File: config.mk
export PLATFORM = sky130hd
export DESIGN_NAME = cmmtf_cell
export DESIGN_NICKNAME = d
export VERILOG_FILES = /design/src/cmmtf_pkg.sv /design/src/cmmtf_cell.sv
export SDC_FILE = /design/constraint.sdc
export NUM_CORES = 1
export LEC_CHECK = 0
export BUFFER_PORTS_ARGS = -buffer_cell sky130_fd_sc_hd__buf_2
export CORE_UTILIZATION = 30
export CTS_BUF_LIST = sky130_fd_sc_hd__clkbuf_8
export DETAILED_ROUTE_END_ITERATION = 10
export GPL_ROUTABILITY_DRIVEN = 0
export PLACE_DENSITY = 0.69
export SLEW_MARGIN = 30
export SYNTH_ARGS = -nofsm -noshare
export SYNTH_HDL_FRONTEND = slang
export SYNTH_SLANG_ARGS = --single-unit
File: constraint.sdc
create_clock -name clk_i -period 2.3 [get_ports clk_i]
set_input_delay 0.115 -clock clk_i [delete_from_list [all_inputs] [get_ports clk_i]]
set_output_delay 0.115 -clock clk_i [all_outputs]
set_load 0.05 [all_outputs]
File: src/cmmtf_pkg.sv
`timescale 1ns / 1ps

package cmmtf_pkg;

  // Move-to-front table depth and field widths
  localparam int TABLE_SIZE   = 256;
  localparam int SYM_W        = 8;
  localparam int CNT_W        = 9;
  localparam int IN_TDATA_W   = 8;
  localparam int OUT_TDATA_W  = 24;
  localparam int OUT_PAD_W    = OUT_TDATA_W - SYM_W - CNT_W - 1;

  // Broadcast to every table cell
  typedef struct packed {
    logic             upd;     // item accepted this cycle
    logic             mtf_en;  // move-to-front mode
    logic             clr;     // return to the reset image
    logic [SYM_W-1:0] sym;     // saturated symbol
  } cmmtf_ctrl_t;

  // One result item
  typedef struct packed {
    logic             map_complete;
    logic [CNT_W-1:0] num_clusters;
    logic             is_last;
    logic [SYM_W-1:0] cluster_id;
  } cmmtf_result_t;

endpackage

File: src/cmmtf_cell.sv
`timescale 1ns / 1ps

// One table position: holds the MTF entry at position IDX and the
// presence flag of cluster id IDX.
module cmmtf_cell #(
  parameter int IDX = 0
) (
  input  logic                             clk_i,
  input  logic                             rst_ni,
  input  cmmtf_pkg::cmmtf_ctrl_t           ctrl_i,
  input  logic [cmmtf_pkg::SYM_W-1:0]      id_i,
  input  logic [cmmtf_pkg::SYM_W-1:0]      max_i,
  input  logic [cmmtf_pkg::SYM_W-1:0]      prev_val_i,
  input  logic                             ok_i,
  output logic [cmmtf_pkg::SYM_W-1:0]      val_o,
  output logic [cmmtf_pkg::SYM_W-1:0]      rd_o,
  output logic                             ok_o
);

  logic [cmmtf_pkg::SYM_W-1:0] val_q, val_d;
  logic                        seen_q, seen_d;
  logic                        shift;

  // Take the neighbor's entry when the chosen index is at or past this cell
  assign shift = ctrl_i.upd & ctrl_i.mtf_en & (cmmtf_pkg::SYM_W'(IDX) <= ctrl_i.sym);

  always_comb begin
    val_d  = val_q;
    seen_d = seen_q;
    if (ctrl_i.clr) begin
      val_d  = cmmtf_pkg::SYM_W'(IDX);
      seen_d = 1'b0;
    end else if (ctrl_i.upd) begin
      if (shift) begin
        val_d = prev_val_i;
      end
      if (id_i == cmmtf_pkg::SYM_W'(IDX)) begin
        seen_d = 1'b1;
      end
    end
  end

  always_ff @(posedge clk_i or negedge rst_ni) begin
    if (!rst_ni) begin
      val_q  <= cmmtf_pkg::SYM_W'(IDX);
      seen_q <= 1'b0;
    end else begin
      val_q  <= val_d;
      seen_q <= seen_d;
    end
  end

  assign val_o = val_q;

  // Drive the entry onto the lookup bus when addressed
  assign rd_o = (ctrl_i.sym == cmmtf_pkg::SYM_W'(IDX)) ? val_q : '0;

  // Completeness chain: ids above the maximum do not count
  assign ok_o = ok_i & (seen_q | ({1'b0, max_i} < cmmtf_pkg::CNT_W'(IDX)));

endmodule

==> summary.md <==
| Metric | Value |
|---|---|
| Status | finished clean |
| Largest net degree at the start of global routing | 18 |
| WL/cell | 10.76 um |
| Root Buffer | clkbuf_8 |
| Vias in the first global route | 516 |
| Crit. Startpoint | ctrl_i[1] |
| CP startpoint kind | input port |
| Initial antenna violation count | 0 |
| First-pass GRT wire length | 2.166 mm |
| Sw Share | 27.72% |
| Setup ws final | about 0.77 ns |
| Ys Warns | 0 |
| Fill cells | about 200 |
| First-iteration detailed-routing DRC count | 3 |
| Commonest cells post-synth | 9 x dfrtp_1, 9 x inv_1 |
| CP dominant cell by count | buf_2 |
| Tmin final | 1.533 ns |
| Post-synth EDFFs | 0 |
| Critical path cell sequence | buf_2, or4_1, nor3_2, buf_2 |
| Core area | roughly 1800 um^2 |
| Ratio of cells with drive above 1 in the final layout | 62.04% |
| Max IR drop VDD | 267.2 uV |
| Max incr delay on CP | 0.73 ns |
| Critical R2R Launch | val_o[3] |
| FF+latch count, synth | 9 |
| Asr flop ratio synth | 100.0% |
| Worst-margin pin slew | 0.4032 ns |
| Final net count | 147 |
| Setup CP Type | in -> out |
| GRT Total Usage | 14.12% |
| TritonCTS buffer count | 3 |
| Max Clock Freq | 652.2 MHz |
| Total Die Area | around 2200 um^2 |
| Ys flop type | dfrtp_1 |
| Pwr Density | 504.8 nW/um^2 |
| Synth area leader | dfrtp_1 |
| Via Count | 612 |
| # setup viols final | 0 |
| Clock skew | 0 ns |
| Reported net switching power | 0.1218 mW |
| Final design area excluding fillers | about 870 um^2 |
| Placed instance area | just over 800 um^2 |
| Longest Clk Path Bufs | 2 |
| Worst min-delay path category | in -> reg |
| Mapped cell area | about 590 um^2 |
| Grt ovf | 0 |
| Post-synthesis cell type count | 16 |
| Clock Latency Late Sink | 0.23 ns |
| Combinational Power Share | 20.3% |
| Die H | 46.37 um |
| Final-report hold violation count | 0 |
| CP arrival | 1.42 ns |
| Pins over their slew limit | 0 |
| Drt first pass iters | 2 |
| DP Worst Slack | 0.7514 ns |
| Worst Hold Launch | prev_val_i[2] |
| # Post-CTS Setup Buffers | 0 |
| CTS tree | built |
| Site Rows | 15 |
| Clock Pin Slew Worst Setup and Hold Paths | 0.05 ns |
| Peak fanout along the critical path | 8 |
| P_leak | 0.4363 nW |
| Crit. End Element | output pin |
| Final core occ | between 40% and 50% |
| Setup TNS | 0 ns |
| Hpwl dp | 1.103 mm |
| I/O pin total | 55 |
| Port buffer count | 46 |
| Worst Path Required | around 2.2 ns |
| CTS Sinks | 9 |
| Syn Inst Count | 64 |
| Slew margin rel. | 73.12% |
| Syn Area/Cell | 9.228 um^2 |
| Post-synthesis sequential area ratio | 38.14% |
| Largest cells by area after synthesis | dfrtp_1 38%, a21bo_2 14%, nor3_2 14%, a21oi_1 6.8%, nand3_1 6.8% |
| Final antenna-violating net count | 0 |
| RSZ-0062 raised after global routing | no |
| # DRC | 0 |
| Die W | 46.37 um |
| Area growth syn-to-layout | 47.46% |
| N_diodes | 0 |
| Via density | 4.602 |
| Sequential power share | about two fifths |
| Power share of the clock group | 41.2% |
| Starting Density | 33.12% |
| Final period util | between 60% and 70% |
| CP max stage cell | or4_1 |
| Post-synth top area share | 38.14% |
| MaxCap Viol Count | 0 |
| WL final | about 1.4 mm |
| Internal power | approximately 0.32 mW |
| Post-Syn Nets | just over 100 |
| Max H-tree Level | 1 |
[cells in the final DEF, fill, tap and decap left out]
cell and instances:
nor2_1 1, nor4_1 1, nor3_2 8, and2_1 1, inv_1 9, a21oi_1 8, a32o_1 1, or4_4 1
dlygate4sd3_1 1, a21bo_2 8, nor4b_1 1, buf_2 46, clkinv_2 1, dfrtp_1 9, nand3_1 8, clkbuf_8 3
or4_1 1
[kinds of logic (layout without fill, tap and decap cells)]
group	count (synthesis)	in the layout	share of synthesized area [%]
AOI/OAI and AO/OA	17	17	22.03
DFF	9	9	38.14
buffers and inverters	16	60	12.07
and+or+nand+nor	22	22	27.76
[registers in the layout, summed over array words and instances (netlist names)]
name    cells
val_o       8
seen_q      1
[per-layer routing]
metal | up-vias | track usage (%) | routed length (um)
li1 | 307 | - | -
met1 | 267 | 17.90 | 705
met2 | 38 | 23.33 | 599
met3 | 0 | 3.922 | 125
met4 | 0 | 3.529 | 0
met5 | - | 0 | 0
[path summary, 6_finish.rpt]
kind / endpoint / slack [ns] / cells past startpoint
max: rd_o[4] / 0.77 / 4
max in group asynchronous: val_o[4] / 1.83 / 2
min reg2reg: seen_q / 0.51 / 1
max reg2reg: val_o[3] / 1.51 / 2
min: val_o[2] / 0.13 / 3
min in group asynchronous: val_o[0] / 0.28 / 2
[per-stage QoR]
stage	hold slack, ns	total power [mW]	instances
3_3_place_gp	-0.02752	0.2580	128
3_5_place_dp	-0.01937	0.2604	128
5_1_grt	0.1474	0.4617	133
6_report	0.1276	0.4396	133
2_1_floorplan	-0.1806	0.2254	64
4_1_cts	0.1269	0.4454	133
[critical path, delay by kind of cell]
family	cells	cell delay [ns]
buffers and inverters	2	0.38
AND/OR/NAND/NOR	2	0.92
[cell type report]
| type | count | area, um^2 | area share, % |
|---|---|---|---|
| clock inverter | 1 | 5.005 | 0.5747 |
| multi-input combinational | 39 | 294.0 | 33.76 |
| clock buffer | 3 | 41.29 | 4.741 |
| timing repair buffer | 47 | 240.2 | 27.59 |
| sequential | 9 | 225.2 | 25.86 |
| inverter | 9 | 33.78 | 3.879 |
| tap | 25 | 31.28 | 3.592 |
[power groups by stage]
stage               Clock, mW  Sequential, mW  Combinational, mW
detailed placement          0           0.172             0.0887
floorplan                   0           0.193             0.0326
CTS                     0.186           0.169             0.0902
finish                  0.181           0.169             0.0894
global route            0.195           0.170             0.0975
global placement            0           0.171             0.0867
[repair_timing]
| action | 4_1_cts | 5_1_grt |
|---|---|---|
| resized for setup | 0 | 0 |
| hold endpoints to repair | 9 | 0 |
| hold buffers | 1 | 0 |
No activity file was read; power rests on OpenSTA's default activity.
