## src/cmmtf_pkg.sv

```systemverilog
`timescale 1ns / 1ps

package cmmtf_pkg;

  // Move-to-front table depth and field widths
  localparam int TABLE_SIZE   = 256;
  localparam int SYM_W        = 8;
  localparam int CNT_W        = 9;
  localparam int IN_TDATA_W   = 8;
  localparam int OUT_TDATA_W  = 24;
  localparam int OUT_PAD_W    = OUT_TDATA_W - SYM_W - CNT_W - 1;

  // Broadcast to every table cell
  typedef struct packed {
    logic             upd;     // item accepted this cycle
    logic             mtf_en;  // move-to-front mode
    logic             clr;     // return to the reset image
    logic [SYM_W-1:0] sym;     // saturated symbol
  } cmmtf_ctrl_t;

  // One result item
  typedef struct packed {
    logic             map_complete;
    logic [CNT_W-1:0] num_clusters;
    logic             is_last;
    logic [SYM_W-1:0] cluster_id;
  } cmmtf_result_t;

endpackage

```

## src/cmmtf_out_stage.sv

```systemverilog
`timescale 1ns / 1ps

// Output register: holds one result item until the sink takes it.
module cmmtf_out_stage (
  input  logic                           clk_i,
  input  logic                           rst_ni,
  input  logic                           load_i,
  input  cmmtf_pkg::cmmtf_result_t       res_i,
  output logic                           free_o,
  output logic                           m_axis_tvalid,
  input  logic                           m_axis_tready,
  output logic [cmmtf_pkg::OUT_TDATA_W-1:0] m_axis_tdata,
  output logic                           m_axis_tlast
);

  logic                     valid_q;
  cmmtf_pkg::cmmtf_result_t res_q;

  assign free_o = ~valid_q | m_axis_tready;

  // Valid flag: set on load, drop once the item is taken
  always_ff @(posedge clk_i or negedge rst_ni) begin
    if (!rst_ni) begin
      valid_q <= 1'b0;
    end else if (load_i) begin
      valid_q <= 1'b1;
    end else if (m_axis_tready) begin
      valid_q <= 1'b0;
    end
  end

  // Payload: hold while stalled
  always_ff @(posedge clk_i) begin
    if (load_i) begin
      res_q <= res_i;
    end
  end

  assign m_axis_tvalid = valid_q;
  assign m_axis_tlast  = res_q.is_last;
  assign m_axis_tdata  = {cmmtf_pkg::OUT_PAD_W'(0), res_q.map_complete,
                          res_q.num_clusters, res_q.cluster_id};

endmodule

```

## config.mk

```make
export PLATFORM = sky130hd
export DESIGN_NAME = cmmtf_out_stage
export DESIGN_NICKNAME = d
export VERILOG_FILES = /design/src/cmmtf_pkg.sv /design/src/cmmtf_out_stage.sv
export SDC_FILE = /design/constraint.sdc
export NUM_CORES = 1
export LEC_CHECK = 0
export BUFFER_PORTS_ARGS = -buffer_cell sky130_fd_sc_hd__buf_4
export CORE_MARGIN = 5
export CORE_UTILIZATION = 34
export DETAILED_ROUTE_END_ITERATION = 10
export GPL_TIMING_DRIVEN = 0
export PLACE_DENSITY = 0.73
export SLEW_MARGIN = 10
export SYNTH_ARGS = -nofsm -noshare
export SYNTH_HDL_FRONTEND = slang
export SYNTH_SLANG_ARGS = --single-unit
```

## constraint.sdc

```tcl
create_clock -name clk_i -period 0.8 [get_ports clk_i]
set_input_delay 0.2 -clock clk_i [delete_from_list [all_inputs] [get_ports clk_i]]
set_output_delay 0.2 -clock clk_i [all_outputs]
set_load 0.05 [all_outputs]
```

==> flow_metrics.py, run 1 <==
metrics = {
    "drt": {
        "wl_per_cell_um": 11.4,
        "drtIter0Drc": 3,
        "drt_first_pass_iters": 3,
        "drc": 0,
        "routed_via_density": 3.62,
        "route.vias.total": 402,
        "antenna_left": 0,
        "finalWirelength_mm": 1.27,
    },
    "synthesis": {
        "synth_flop_cell": "edfxtp_1",
        "synth_cells": 29,
        "ys_seq_area_share_pct": 89.3,
        "ys_types": 6,
        "synth.top_cells.by_area": "edfxtp_1 86%, buf_4 6.8%, dfrtp_1 3.8%, nand2b_4 2.1%, nand2b_2 1.3%",
        "netlist_area_um2": 667,
        "avgSynthCellArea_um2": 23.0,
        "synthTopCellsByCount": "19 x edfxtp_1, 6 x buf_4",
        "ys_ff_latch": 20,
        "synth_top_cell_by_area": "edfxtp_1",
        "synthArstFlopShare_pct": 5.00,
        "yosysWarnings": 0,
        "yosysMostFrequentCell": "edfxtp_1",
        "synth.top_cell.area_share_pct": 85.6,
        "synth-edff-count": 19,
    },
    "layout": {
        "utilization_pct": 61.6,
        "fill_cells": 156,
        "area_growth_pct": 77.5,
        "drive_gt1_share_pct": 69.0,
        "fin_nets": 108,
        "antenna_cells": 0,
        "stdcell_count": 111,
    },
    "clocking": {
        "cts-root-buf": "clkbuf_4",
        "cts_inserted_buffers": 3,
        "clk_pin_slew_ps": 110,
        "clock-sinks": 20,
        "htree_levels": 1,
        "tritoncts": "done",
        "clockBufferDepth": 2,
        "clk_latency_ps": 280,
    },
    "power_and_ir_drop": {
        "p_per_area_nw_per_um2": 2130,
        "power_frac_seq_pct": 50.6,
        "p_sw_w": 0.000745,
        "power.share.clock_pct": 22.1,
        "intPower_w": 0.00177,
        "vdd_drop_max_mv": 1.09,
        "leakage_nw": 0.527,
        "total_power_w": 0.00252,
        "swShare_pct": 29.6,
        "p_comb_share_pct": 27.3,
    },
    "grt": {
        "grt_pass1_wl_mm": 1.77,
        "antenna_found_initial": 0,
        "first_global_vias": 400,
        "grt_max_degree": 21,
        "gr-usage-all-layers_pct": 8.87,
        "grt_overflow": 0,
    },
    "hold_path": {
        "hp-class": "input pin to flop",
    },
    "worst_setup_path": {
        "arrival_ps": 940,
        "cp.required_ps": 600,
        "worstSetupPathType": "flop to primary output",
        "cp-end-kind": "primary output",
        "crit_path_start_kind": "flop",
        "critPathMaxFanout": 2,
    },
    "placement": {
        "gp_congestion": 0.642,
        "dp.cells": 104,
        "port_buffers": 43,
    },
    "sta": {
        "setup_ws_ps": -342,
        "finalHoldViolCount": 0,
        "holdWs_ps": 81.6,
        "final-max-slew-violation-count": 0,
        "max_freq_mhz": 876,
        "setup_viol": 22,
        "fin_crit_sh_pct": 143,
        "skew_ps": 0,
        "rsz0062_at_grt": "true",
        "period_needed_ps": 1140,
        "finalSetupTns_ps": -5370,
    },
    "floorplan": {
        "die_w_um": 54.3,
        "die_h_um": 54.3,
        "top_level_ports": 50,
        "coreArea_um2": 1920,
        "rows": 16,
        "dieArea_um2": 2950,
        "start_util_pct": 34.7,
    },
    "flow_run": {
        "cap_violations": 0,
    },
    "run_status": {
        "violations": "negative setup slack",
        "status": "complete, but fails checks",
    },
}
-- cells by family (layout without fill, tap and decap cells) --
| kind of cell | after synthesis | count (layout) | share of synthesized area [%] |
|---|---|---|---|
| simple gates | 2 | 2 | 3.38 |
| other cells | 1 | 6 | 0.562 |
| buf+inv | 6 | 56 | 6.75 |
| flops | 20 | 20 | 89.3 |
-- power groups by stage --
stage          clock, W  combinational, W  sequential (W)
2_1_floorplan         0          0.000107         0.00157
3_3_place_gp          0          0.000620         0.00128
3_5_place_dp          0          0.000625         0.00128
4_1_cts        0.000572          0.000686         0.00128
5_1_grt        0.000635          0.000713         0.00128
6_report       0.000556          0.000687         0.00127
-- layout make-up --
type	count	area, um^2	share of cell area, %
flip-flops and latches	20	597	50.4
clock buffers	4	36.3	3.07
plain buffers	6	45.0	3.81
well taps	27	33.8	2.85
multi-input cells	8	45.0	3.81
repair buffers	46	427	36.0
-- placed cells by master (no fill, tap or decap) --
cell | synthesis | routed
buf_4 | 6 | 31
buf_6 | 0 | 19
buf_8 | 0 | 1
clkbuf_4 | 0 | 3
clkbuf_8 | 0 | 1
conb_1 | 1 | 6
dfrtp_2 | 0 | 1
dlygate4sd3_1 | 0 | 1
edfxtp_1 | 19 | 19
nand2b_2 | 1 | 1
nand2b_4 | 1 | 1
-- worst paths after layout --
kind	from	end	slack, ps	cells after the start
max in group asynchronous	rst_ni	m_axis_tvalid$_DFFE_PN0P_	500	2
worst min register to register	m_axis_tvalid$_DFFE_PN0P_	m_axis_tvalid$_DFFE_PN0P_	780	4
worst max register to register	m_axis_tvalid$_DFFE_PN0P_	m_axis_tvalid$_DFFE_PN0P_	-60	4
worst max-delay path	m_axis_tvalid$_DFFE_PN0P_	free_o	-340	2
min in group asynchronous	rst_ni	m_axis_tvalid$_DFFE_PN0P_	210	2
worst min-delay path	res_i[3]	m_axis_tdata[3]$_DFFE_PP_	80	1
-- stage by stage --
step / cell area, um^2 / setup slack [ps]
floorplan: 687 / -114
global placement: 1040 / -70.2
detailed placement: 1040 / -66.8
CTS: 1180 / -355
global route: 1180 / -395
finish: 1180 / -342
-- flip-flops by register name (all words and copies together), names as in the netlist --
register and flops:
m_axis_tdata 18, m_axis_tvalid 1, m_axis_tlast 1
-- critical path, cell delays in order (launching register included) --
cell,delay [ps]
dfrtp_2,440
nand2b_4,80
buf_8,140
-- routing by layer --
| metal | global-route usage (%) | up-vias | part of all wire, % |
|---|---|---|---|
| met5 | 0 | - | 0 |
| met4 | 4.98 | 0 | 1.5 |
| met3 | 1.91 | 2 | 6.0 |
| met2 | 16.3 | 15 | 64 |
| met1 | 9.17 | 181 | 28 |
| li1 | - | 204 | - |
-- what timing repair did --
item,in CTS,in global routing
endpoints found under the hold margin,1,0
buffers inserted,1,1
setup endpoints to repair,21,21
resized for setup,21,0
gates cloned,0,0
hold buffers,1,0
Power figures use the tool's default switching activity.
==> run 2, diff against run 1 <==
--- a/config.mk
+++ b/config.mk
@@ -10,7 +10,7 @@
 export CORE_UTILIZATION = 34
 export DETAILED_ROUTE_END_ITERATION = 10
 export GPL_TIMING_DRIVEN = 0
-export PLACE_DENSITY = 0.73
+export PLACE_DENSITY_LB_ADDON = 0.15
 export SLEW_MARGIN = 10
 export SYNTH_ARGS = -nofsm -noshare
 export SYNTH_HDL_FRONTEND = slang
==> run 2 against run 1 <==
  * The run still ends with negative setup slack left
  * Worst hold slack got worse by 7.1 ps
  * Sequential power barely moved
  * Flip-flop and latch count unchanged
  * Clock power decreased by 15%
  * Cell area shrank 0.85%
  * First-iteration DRC count is 67% lower
  * Critical endpoint unchanged
==> flow_metrics.py, run 2 (synthesis results as in run 1) <==
metrics = {
    "worst_setup_path": {
        "worstSetupPathType": "flop to primary output",
        "crit_path_start_kind": "flop",
        "critPathMaxFanout": 2,
        "path_buf_inv": 1,
        "reg2reg_depth": 4,
        "cp_cell_sequence": "nand2b_4 -> buf_8",
        "critPathSlowestCell": "dfrtp_2",
        "crit_start": "m_axis_tvalid$_DFFE_PN0P_",
        "reg2reg_to": "m_axis_tvalid$_DFFE_PN0P_",
        "setup.worst_path.end": "free_o",
        "arrival_ps": 940,
        "cp-end-kind": "primary output",
        "critical_path_depth": 2,
        "rrSetupSlack_ps": -60,
        "critical_path.max_stage_delay_ps": 440,
        "cp.required_ps": 600,
        "r2r_start": "m_axis_tvalid$_DFFE_PN0P_",
        "crit_family": "flip-flops",
    },
    "floorplan": {
        "die_h_um": 54.3,
        "die_w_um": 54.3,
        "dieArea_um2": 2950,
        "coreArea_um2": 1920,
        "top_level_ports": 50,
        "start_util_pct": 34.7,
        "rows": 16,
    },
    "sta": {
        "period_needed_ps": 1140,
        "max_freq_mhz": 875,
        "finalHoldViolCount": 0,
        "setup_viol": 22,
        "rsz0062_at_grt": "true",
        "holdWs_ps": 74.5,
        "final-max-slew-violation-count": 0,
        "setup_ws_ps": -342,
        "skew_ps": 0,
        "fin_crit_sh_pct": 143,
    },
    "placement": {
        "placed_area_um2": 1040,
        "dp.cells": 104,
        "port_buffers": 43,
        "place_ws_ps": -69.1,
        "gp_congestion": 0.616,
    },
    "layout": {
        "stdcell_count": 111,
        "multi_input_area_um2": 45.0,
        "largest_reg_flops": 18,
        "regArea_um2": 597,
        "antenna_cells": 0,
        "fill_cells": 171,
        "fin_nets": 108,
        "final_cell_mix": "31 x buf_4, 19 x edfxtp_1, 19 x buf_6, 6 x conb_1, 3 x clkbuf_4",
        "fin_area_um2": 1170,
        "final_common_cell": "buf_4",
        "area_growth_pct": 76.0,
        "drive_gt1_share_pct": 67.9,
    },
    "drt": {
        "wl_per_cell_um": 12.1,
        "antenna_left": 0,
        "route.vias.total": 422,
        "drtIter0Drc": 1,
        "drt_first_pass_iters": 3,
        "drc": 0,
        "finalWirelength_mm": 1.34,
        "routed_via_density": 3.80,
    },
    "flow_run": {
        "cap_violations": 0,
    },
    "grt": {
        "antenna_found_initial": 0,
        "grt_max_degree": 21,
        "grt_pass1_wl_mm": 1.91,
        "grt_overflow": 0,
        "gr-usage-all-layers_pct": 9.73,
        "first_global_vias": 440,
    },
    "clocking": {
        "clockBufferDepth": 2,
        "tritoncts": "done",
        "cts-root-buf": "clkbuf_4",
        "clk_pin_slew_ps": 110,
        "htree_levels": 1,
        "cts_inserted_buffers": 3,
        "clk_latency_ps": 280,
        "clock-sinks": 20,
    },
    "hold_path": {
        "hold_start": "res_i[17]",
        "hp-class": "input pin to flop",
    },
    "power_and_ir_drop": {
        "vdd_drop_max_mv": 1.13,
        "p_per_area_nw_per_um2": 2080,
        "leakage_nw": 0.521,
    },
    "run_status": {
        "violations": "negative setup slack",
        "status": "complete, but fails checks",
    },
}
==> run 2: cell counts in the layout (fill, tap and decap cells not counted) <==
No cell type changed its count.
==> run 2: worst register-to-register path: cells and delay by family (launching register included) <==
| kind | cells | cell delay [ps] |
|---|---|---|
| flip-flops | 1 | 440 |
| buffers and inverters | 2 | 190 |
| AND/OR/NAND/NOR | 2 | 130 |
==> run 2: per-layer routing <==
metal	global-route usage, %	wire length [um]	up-vias
li1	-	-	206
met1	7.75	392	197
met2	19.5	842	19
met3	3.00	107	0
met4	6.22	0	0
met5	0	0	-
==> run 2: repair_timing <==
item / in CTS / in global routing
endpoints found under the setup margin: 21 / 21
hold buffers: 1 / 0
cloned: 0 / 0
buffers inserted: 1 / 1
gates resized for setup: 21 / 0
endpoints found under the hold margin: 1 / 0
==> run 2: worst min path at each step <==
stage,endpoint,cells past startpoint
after floorplan,m_axis_tvalid$_DFFE_PN0P_,0
after global placement,m_axis_tvalid$_DFFE_PN0P_,1
after detailed placement,m_axis_tvalid$_DFFE_PN0P_,1
after CTS,m_axis_tdata[16]$_DFFE_PP_,1
after global routing,m_axis_tdata[16]$_DFFE_PP_,1
final,m_axis_tdata[16]$_DFFE_PP_,1
==> run 2: final cells by class <==
| class | count | share of cell area [%] |
|---|---|---|
| Multi-Input combinational cell | 8 | 3.84 |
| Clock buffer | 4 | 2.24 |
| Timing Repair Buffer | 46 | 36.4 |
| Buffer | 6 | 3.84 |
| Tap cell | 27 | 2.88 |
| Sequential cell | 20 | 50.9 |
==> run 2: where the power goes <==
group	switching (W)	total [W]	internal (W)
Combinational	0.000428	0.000687	0.000259
Sequential	0.0000373	0.00128	0.00124
Clock	0.000281	0.000474	0.000194
Total	0.000746	0.00244	0.00169
==> run 2: metrics by stage <==
| stage | power, W | util [%] | setup TNS (ps) |
|---|---|---|---|
| finish | 0.00244 | 61.1 | -5450 |
| detailed placement | 0.00191 | 54.3 | -69.1 |
| global route | 0.00254 | 61.1 | -6510 |
| global placement | 0.00190 | 54.3 | -64.6 |
| floorplan | 0.00168 | - | -225 |
| CTS | 0.00246 | 60.7 | -5740 |
==> run 3, diff against run 2 <==
--- a/config.mk
+++ b/config.mk
@@ -7,7 +7,7 @@
 export LEC_CHECK = 0
 export BUFFER_PORTS_ARGS = -buffer_cell sky130_fd_sc_hd__buf_4
 export CORE_MARGIN = 5
-export CORE_UTILIZATION = 34
+export CORE_UTILIZATION = 37
 export DETAILED_ROUTE_END_ITERATION = 10
 export GPL_TIMING_DRIVEN = 0
 export PLACE_DENSITY_LB_ADDON = 0.15
==> constraint.sdc (replaced) <==
create_clock -name clk_i -period 1.2 [get_ports clk_i]
set_input_delay 0.3 -clock clk_i [delete_from_list [all_inputs] [get_ports clk_i]]
set_output_delay 0.3 -clock clk_i [all_outputs]
set_load 0.05 [all_outputs]
==> run 3 against run 2 <==
  * The flow still finishes with violations (negative setup slack)
  * Worst hold slack improved by 100 ps
  * Routed wire length decreased by 2.8%
  * Die area down 6.6%
  * Power is 32% lower
  * Setup slack gained 300 ps
  * Highest routed layer unchanged
==> flow_metrics.py, run 3 (synthesis results as in run 1) <==
metrics = {
    "drt": {
        "routed_via_density": 3.84,
        "drc": 0,
        "antenna_left": 0,
        "drt_first_pass_iters": 3,
        "route.vias.total": 419,
        "drtIter0Drc": 2,
        "finalWirelength_mm": 1.31,
        "wl_per_cell_um": 12.0,
    },
    "layout": {
        "drive_gt1_share_pct": 67.9,
        "area_growth_pct": 71.9,
        "fin_area_um2": 1150,
        "fin_nets": 108,
        "largest_reg_flops": 18,
        "final_cell_mix": "40 x buf_4, 19 x edfxtp_1, 10 x buf_6, 6 x conb_1, 3 x clkbuf_4",
        "final_common_cell": "buf_4",
        "utilization_pct": 66.4,
        "antenna_cells": 0,
        "fill_cells": 136,
    },
    "clocking": {
        "clockBufferDepth": 2,
        "htree_levels": 1,
        "clk_pin_slew_ps": 110,
        "clk_latency_ps": 290,
        "clock-sinks": 20,
        "tritoncts": "done",
        "cts_inserted_buffers": 3,
        "cts-root-buf": "clkbuf_4",
    },
    "grt": {
        "antenna_found_initial": 0,
        "first_global_vias": 391,
        "grt_overflow": 0,
        "grt-busiest-layer": "met2",
        "gr-usage-all-layers_pct": 8.55,
        "grt_use_met3_pct": 3.99,
        "met2_usage_pct": 15.5,
        "grt_pass1_wl_mm": 1.67,
        "use_met1_pct": 8.55,
        "grt_max_degree": 21,
    },
    "floorplan": {
        "dieArea_um2": 2750,
        "rows": 15,
        "start_util_pct": 38.6,
        "die_w_um": 52.5,
        "coreArea_um2": 1730,
        "top_level_ports": 50,
        "die_h_um": 52.5,
    },
    "sta": {
        "finalSetupTns_ps": -45.9,
        "period_needed_ps": 1240,
        "rsz0062_at_grt": "true",
        "max_freq_mhz": 808,
        "final-max-slew-violation-count": 0,
        "setup_viol": 2,
        "finalHoldViolCount": 0,
        "setup_ws_ps": -38.4,
        "skew_ps": 0,
        "fin_crit_sh_pct": 103,
    },
    "worst_setup_path": {
        "cp.required_ps": 900,
        "arrival_ps": 940,
        "cp-end-kind": "primary output",
        "cp_cell_sequence": "nand2b_4 -> buf_8",
        "critPathMaxFanout": 2,
        "worstSetupPathType": "flop to primary output",
        "crit_path_start_kind": "flop",
        "critPathSlowestCell": "dfrtp_1",
        "critical_path.max_stage_delay_ps": 420,
    },
    "power_and_ir_drop": {
        "p_comb_share_pct": 26.7,
        "power_frac_seq_pct": 50.9,
        "intPower_w": 0.00117,
        "p_per_area_nw_per_um2": 1450,
        "p_sw_w": 0.000493,
        "vdd_drop_max_mv": 0.859,
        "leakage_nw": 0.516,
        "swShare_pct": 29.7,
        "power.share.clock_pct": 22.4,
    },
    "flow_run": {
        "cap_violations": 0,
    },
    "placement": {
        "gp_congestion": 0.607,
        "placed_area_um2": 1040,
        "place_ws_ps": 169,
        "port_buffers": 43,
    },
    "run_status": {
        "status": "complete, but fails checks",
        "violations": "negative setup slack",
    },
    "hold_path": {
        "hp-class": "input pin to flop",
    },
}
## run 3: cell counts in the layout (fill, tap and decap cells not counted)
Identical to the previous run, type by type.
## run 3: layout make-up
class,instances,area (um^2),share of cell area [%]
tap,25,31.3,2.73
clock buffer,4,36.3,3.17
timing repair buffer,46,393,34.3
buffer,6,45.0,3.93
multi-input combinational,8,45.0,3.93
sequential,20,596,52.0
## run 3: metrics by stage
stage          cells  total power [W]  hold WS (ps)
3_5_place_dp     102          0.00127          76.6
2_1_floorplan     34          0.00112          4.41
3_3_place_gp     102          0.00127          75.9
4_1_cts          108          0.00165           168
5_1_grt          109          0.00172           148
6_report         109          0.00166           178
## run 3: timing repair
| item | CTS | global route |
|---|---|---|
| pin swaps | 0 | 0 |
| hold buffers | 1 | 0 |
| gates cloned | 0 | 0 |
| resized for setup | 3 | 9 |
| endpoints found under the hold margin | 1 | 0 |
| endpoints found under the setup margin | 3 | 12 |
| setup buffers | 1 | 1 |
## run 3: power by group through the flow
stage	clock [W]	combinational, W	sequential [W]
final	0.000372	0.000443	0.000845
after global routing	0.000414	0.000458	0.000852
after CTS	0.000386	0.000428	0.000840
after detailed placement	0	0.000416	0.000856
after global placement	0	0.000414	0.000854
after floorplan	0	0.0000710	0.00105
## run 3: critical path: cells and delay by family, from the launching register on
family	cells	cell delay, ps
flip-flops	1	420
buffers and inverters	1	140
AND/OR/NAND/NOR	1	90
## run 3: path summary, 6_finish.rpt
check / slack (ps) / endpoint / startpoint / depth (start not counted)
max in group asynchronous: 780 / m_axis_tvalid$_DFFE_PN0P_ / rst_ni / 2
worst max register to register: 360 / m_axis_tvalid$_DFFE_PN0P_ / m_axis_tvalid$_DFFE_PN0P_ / 4
worst max-delay path: -40 / free_o / m_axis_tvalid$_DFFE_PN0P_ / 2
worst min register to register: 760 / m_axis_tvalid$_DFFE_PN0P_ / m_axis_tvalid$_DFFE_PN0P_ / 4
min in group asynchronous: 340 / m_axis_tvalid$_DFFE_PN0P_ / rst_ni / 2
worst min-delay path: 180 / m_axis_tdata[4]$_DFFE_PP_ / res_i[4] / 1
## run 3: per-layer routing
layer  up-vias  part of all wire (%)
met5         -                     0
met4         0                     0
met3         0                    10
met2        28                    57
met1       187                    33
li1        204                     -
